===== src/design/boundary_blend_pole_grid_macros.svh =====
// assertion macros for the boundary blend pole grid
`ifndef BOUNDARY_BLEND_POLE_GRID_MACROS_SVH
`define BOUNDARY_BLEND_POLE_GRID_MACROS_SVH

// same-cycle implication
`define BBPG_ASSERT_IMPL(label, clk, rst_n, ante, cons) \
	label: assert property (@(posedge clk) disable iff (!rst_n) (ante) |-> (cons)) \
		else $error("bbpg assertion failed");

// next-cycle implication
`define BBPG_ASSERT_NEXT(label, clk, rst_n, ante, cons) \
	label: assert property (@(posedge clk) disable iff (!rst_n) (ante) |=> (cons)) \
		else $error("bbpg assertion failed");

`endif


===== src/design/bbpg_pkg.sv =====
// shared types, constants and functions of the boundary blend pole grid
`default_nettype none
package bbpg_pkg;

	localparam int MAX_POLES  = 16;
	localparam int IDX_W      = $clog2(MAX_POLES);
	localparam int MEM_DEPTH  = 4 * MAX_POLES;
	localparam int ADDR_W     = IDX_W + 2;
	localparam int LANES      = 4;
	localparam int LANE_W     = 33;
	localparam int T_W        = 40;
	localparam int NUM_W      = 47;
	localparam int DIV_DW     = 50;
	localparam int DIV_VW     = 25;
	localparam int DIV_STEPS  = DIV_DW;
	localparam int CNT_W      = $clog2(DIV_STEPS + 1);
	localparam int BIG_W      = 51;

	localparam logic [23:0] UNIT_WEIGHT = 24'h010000;
	localparam logic [23:0] MAX_WEIGHT  = 24'hFFFFFF;

	localparam logic signed [BIG_W-1:0] SAT_HI = 51'sh7FFFFFFF;
	localparam logic signed [BIG_W-1:0] SAT_LO = -51'sh80000000;

	localparam logic [1:0] ST_OK        = 2'd0;
	localparam logic [1:0] ST_RANGE     = 2'd1;
	localparam logic [1:0] ST_ZERO_BASE = 2'd2;

	localparam logic REQ_LOAD  = 1'b0;
	localparam logic REQ_QUERY = 1'b1;

	localparam logic [1:0] CRV_1 = 2'd0;
	localparam logic [1:0] CRV_2 = 2'd1;
	localparam logic [1:0] CRV_3 = 2'd2;
	localparam logic [1:0] CRV_4 = 2'd3;

	localparam logic [1:0] LANE_X = 2'd0;
	localparam logic [1:0] LANE_Y = 2'd1;
	localparam logic [1:0] LANE_Z = 2'd2;
	localparam logic [1:0] LANE_W_IDX = 2'd3;

	localparam logic [1:0] REG_NUM_U     = 2'd0;
	localparam logic [1:0] REG_NUM_V     = 2'd1;
	localparam logic [1:0] REG_FILL_MODE = 2'd2;
	localparam logic [1:0] REG_RATIONAL  = 2'd3;

	typedef enum logic [8:0] {
		S_IDLE  = 9'b000000001,
		S_RD0   = 9'b000000010,
		S_RD1   = 9'b000000100,
		S_RD2   = 9'b000001000,
		S_MUL1  = 9'b000010000,
		S_MUL2  = 9'b000100000,
		S_LOAD  = 9'b001000000,
		S_DIV   = 9'b010000000,
		S_FIN   = 9'b100000000
	} state_t;

	typedef struct packed {
		logic load;
		logic take;
		logic rd0;
		logic rd1;
		logic rd2;
		logic mul1;
		logic mul2;
		logic div_load;
		logic fin;
	} cmd_t;

	typedef struct packed {
		logic div_done;
	} stat_t;

	typedef struct packed {
		logic [4:0] num_u;
		logic [4:0] num_v;
		logic       fill_mode;
		logic       rational;
	} cfg_t;

	typedef struct packed {
		logic signed [31:0] x;
		logic signed [31:0] y;
		logic signed [31:0] z;
		logic [23:0]        w;
	} pt_t;

	function automatic logic signed [LANE_W-1:0] pt_lane(input pt_t p, input logic [1:0] k);
		logic signed [LANE_W-1:0] v;
		case (k)
			LANE_X:  v = {p.x[31], p.x};
			LANE_Y:  v = {p.y[31], p.y};
			LANE_Z:  v = {p.z[31], p.z};
			default: v = {9'b0, p.w};
		endcase
		return v;
	endfunction

	function automatic logic signed [31:0] sat32(input logic signed [BIG_W-1:0] v);
		logic signed [31:0] r;
		if (v > SAT_HI) begin
			r = 32'sh7FFFFFFF;
		end else if (v < SAT_LO) begin
			r = 32'sh80000000;
		end else begin
			r = v[31:0];
		end
		return r;
	endfunction

	function automatic logic [4:0] clamp_size(input logic [4:0] n);
		logic [4:0] r;
		if (n < 5'd2) begin
			r = 5'd2;
		end else if (n > 5'(MAX_POLES)) begin
			r = 5'(MAX_POLES);
		end else begin
			r = n;
		end
		return r;
	endfunction

endpackage
`default_nettype wire


===== src/design/bbpg_ctrl.sv =====
// sequencing state machine for loads and queries
`default_nettype none
module bbpg_ctrl (
	input  wire logic clk,
	input  wire logic arst_n,
	input  wire logic start,
	input  wire logic req_type,
	input  wire bbpg_pkg::stat_t stat,
	output bbpg_pkg::cmd_t cmd,
	output logic busy
);

	bbpg_pkg::state_t state_q, state_nxt;

	always_comb begin
		state_nxt = state_q;
		cmd       = '0;
		case (state_q)
			bbpg_pkg::S_IDLE: begin
				if (start) begin
					if (req_type == bbpg_pkg::REQ_QUERY) begin
						cmd.take  = 1'b1;
						state_nxt = bbpg_pkg::S_RD0;
					end else begin
						cmd.load = 1'b1;
					end
				end
			end
			bbpg_pkg::S_RD0: begin
				cmd.rd0   = 1'b1;
				state_nxt = bbpg_pkg::S_RD1;
			end
			bbpg_pkg::S_RD1: begin
				cmd.rd1   = 1'b1;
				state_nxt = bbpg_pkg::S_RD2;
			end
			bbpg_pkg::S_RD2: begin
				cmd.rd2   = 1'b1;
				state_nxt = bbpg_pkg::S_MUL1;
			end
			bbpg_pkg::S_MUL1: begin
				cmd.mul1  = 1'b1;
				state_nxt = bbpg_pkg::S_MUL2;
			end
			bbpg_pkg::S_MUL2: begin
				cmd.mul2  = 1'b1;
				state_nxt = bbpg_pkg::S_LOAD;
			end
			bbpg_pkg::S_LOAD: begin
				cmd.div_load = 1'b1;
				state_nxt    = bbpg_pkg::S_DIV;
			end
			bbpg_pkg::S_DIV: begin
				if (stat.div_done) begin
					state_nxt = bbpg_pkg::S_FIN;
				end
			end
			bbpg_pkg::S_FIN: begin
				cmd.fin   = 1'b1;
				state_nxt = bbpg_pkg::S_IDLE;
			end
			default: begin
				state_nxt = bbpg_pkg::S_IDLE;
			end
		endcase
	end

	always_ff @(posedge clk or negedge arst_n) begin
		if (!arst_n) begin
			state_q <= bbpg_pkg::S_IDLE;
		end else begin
			state_q <= state_nxt;
		end
	end

	assign busy = (state_q != bbpg_pkg::S_IDLE);

endmodule
`default_nettype wire


===== config.mk =====
export PLATFORM = sky130hd
export DESIGN_NAME = bbpg_ctrl
export DESIGN_NICKNAME = d
export VERILOG_FILES = /design/src/design/boundary_blend_pole_grid_macros.svh /design/src/design/bbpg_pkg.sv /design/src/design/bbpg_ctrl.sv
export SDC_FILE = /design/constraint.sdc
export NUM_CORES = 1
export LEC_CHECK = 0
export ABC_AREA = 1
export BUFFER_PORTS_ARGS = -buffer_cell sky130_fd_sc_hd__buf_4
export CORE_AREA = 2 2 39 41
export CTS_CLUSTER_DIAMETER = 50
export DETAILED_ROUTE_END_ITERATION = 6
export DIE_AREA = 0 0 41 43
export PLACE_DENSITY = 0.69
export SYNTH_ARGS = -nofsm -noshare
export SYNTH_HDL_FRONTEND = slang
export SYNTH_SLANG_ARGS = --single-unit

===== constraint.sdc =====
create_clock -name clk -period 1.5 [get_ports clk]
set_input_delay 0.15 -clock clk [delete_from_list [all_inputs] [get_ports clk]]
set_output_delay 0.15 -clock clk [all_outputs]
set_load 0.005 [all_outputs]

==> impl_metrics.yaml <==
timing:
  final_max_slew_viol_count: 0
  rsz0062_at_grt: "yes"
  finalHoldViolCount: 0
  fmax_mhz: 672
  skew_ns: 0.00816
  slew-limit-headroom: 0.844
  tightest_slew_ns: 0.232
  setup_viol: 0
  layout_setup_ws_ns: 0.0126
  min_period_ns: 1.49
  tns_ns: 0
  finalCritPeriodShare: 0.992
placed_design:
  placed_area_um2: 702
  post-place-ws_ns: 0.154
  place_inst: 109
  io_buffers: 14
  dp_hpwl_um: 892
  gp_congestion: 0.804
cts:
  cts_sinks: 9
  cts_made_buffers: 3
  htreeDepth: 1
  clock-root-buffer: "clkbuf_4"
  clk_latency_ns: 0.27
  cts_tree: "done"
  cts_max_path_buffers: 2
  path_clk_slew_ns: 0.07
global_route:
  track_usage: 0.174
  grt_max_degree: 10
  first_global_vias: 477
  grt_first_pass_wirelength_um: 1980
  overflow: 0
  antenna_found_initial: 0
synthesis:
  synthMuxAreaShare: 0
  synth-seq-cells: 9
  yosysTopAreaCell: "dfrtp_1"
  synth-simple-area-share: 0.440
  ys_types: 19
  syn_inst: 79
  yosysTopAreaCellShare: 0.347
  synth-xor-area-share: 0
  syn_area_um2: 577
  synth_top_family_by_area: "simple AND/OR/NAND/NOR gates"
  syn_nets: 84
  yosys.area_share.adder: 0
  yosysSeqAreaShare: 0.393
  ys_top_cells_by_area: "dfrtp_1, inv_1, nor2_1, nand2_1, dfstp_2"
  ys_warn_count: 0
  avgSynthCellArea_um2: 7.30
  synth_compound_area_frac: 0.0390
setup_path:
  worst_setup_path_start_kind: "flop"
  path_max_fanout: 3
  cp.arrival_ns: 1.34
  crit_path_end_kind: "output pin"
  cp_data_required_time_ns: 1.35
  worstSetupPathType: "flop to output pin"
  r2r_slack_ns: 0.15
final_layout:
  layout_common_cells: "buf_4, inv_1, nor2_1"
  largest_register_ffs: 9
  final_area_um2: 845
  layout_commonest_cell: "buf_4"
  area_delta_synth_final_pct: 46.4
  nets: 110
  drive_above_1_share: 0.462
  top_register: "state_q"
  n_antenna_cell: 0
  stdcell_count: 120
  top_regs: "state_q (9)"
floorplan:
  dieWidth_um: 41
  dieArea_mm2: 0.00176
  pin_count: 15
  die_y_um: 43
  start_util: 0.417
  core_region_area_mm2: 0.00138
  fp-row-count: 14
pwr:
  peakVddDrop_uv: 648
  finalPower_w: 0.000975
  p_leak_nw: 0.486
  powerDensity_mw_per_mm2: 1150
status:
  outcome: "finished, final reports clean"
hold_path:
  hp-class: "input pin to flop"
routing:
  vias: 546
  ant_nets: 0
  wl_um: 1240
  drc: 0
  drt_iter0_drc: 19
  vias_per_cell: 4.55
  wire_per_inst_um: 10.3
  drt-pass1-iter-count: 4
flow_run:
  drv_cap: 0
-- worst max-delay path, stage by stage, from the launching register on --
cell     delay (ns)
dfrtp_1        0.43
inv_1          0.11
nand2_2        0.10
nor2_2         0.16
nand3_2        0.12
inv_1          0.07
buf_4          0.10
-- Yosys cell counts --
cell      instances
inv_1            18
nor2_1           16
nand2_1          11
dfrtp_1           8
nand2_2           4
nor2_2            4
nor3_1            3
nand3_1           2
nand3_2           2
nor2_4            2
a21oi_1           1
dfstp_2           1
inv_4             1
nand2_4           1
nand3_4           1
nor4_1            1
o211ai_1          1
o21ai_0           1
o21ai_1           1
-- cell families after synthesis --
family / after synthesis
and+or+nand+nor: 47
buffers and inverters: 19
DFF: 9
AOI/OAI and AO/OA: 4
-- power by group --
part	internal [W]	switching [W]	total (W)	leakage, nW
clock	0.0000985	0.0000924	0.000191	0.0177
sequential	0.000275	0.0000246	0.000300	0.122
combinational	0.000228	0.000256	0.000484	0.347
-- stage by stage --
| step | hold WS (ns) | util |
|---|---|---|
| 2_1_floorplan | -0.146 | - |
| 3_3_place_gp | -0.0206 | 0.507 |
| 6_report | 0.0791 | 0.610 |
| 5_1_grt | 0.0901 | 0.610 |
| 4_1_cts | 0.0810 | 0.565 |
| 3_5_place_dp | -0.0178 | 0.507 |
-- layer usage --
metal / part of all wire / GRT usage / wire length (µm)
met5: 0 / 0 / 0
met4: 0.0081 / 0.113 / 10
met3: 0.049 / 0.0471 / 61
met2: 0.53 / 0.256 / 653
met1: 0.41 / 0.211 / 513
-- final cells by class --
class	instances	area [µm²]
Multi-Input combinational cell	51	333
Clock buffer	3	22.5
Timing Repair Buffer	21	164
Fill cell	120	539
Tap cell	16	20.0
Inverter	19	73.8
Sequential cell	9	226
Clock inverter	1	5.00
-- path summary, 6_finish.rpt --
check | start | endpoint | cells past startpoint
min in group asynchronous | arst_n | state_q[5] | 2
setup reg to reg | state_q[6] | state_q[0] | 10
max in group asynchronous | arst_n | state_q[0] | 2
setup / recovery | state_q[1] | cmd[4] | 6
hold / removal | stat | state_q[7] | 2
hold reg to reg | state_q[2] | state_q[4] | 3
-- what timing repair did --
action,in CTS,in global routing
buffers inserted,3,3
endpoints found under the hold margin,9,0
hold buffers,1,0
endpoints found under the setup margin,3,9
pin swaps,1,5
resized for setup,6,9
gates cloned,0,0
(Power assumes the default switching activity.)
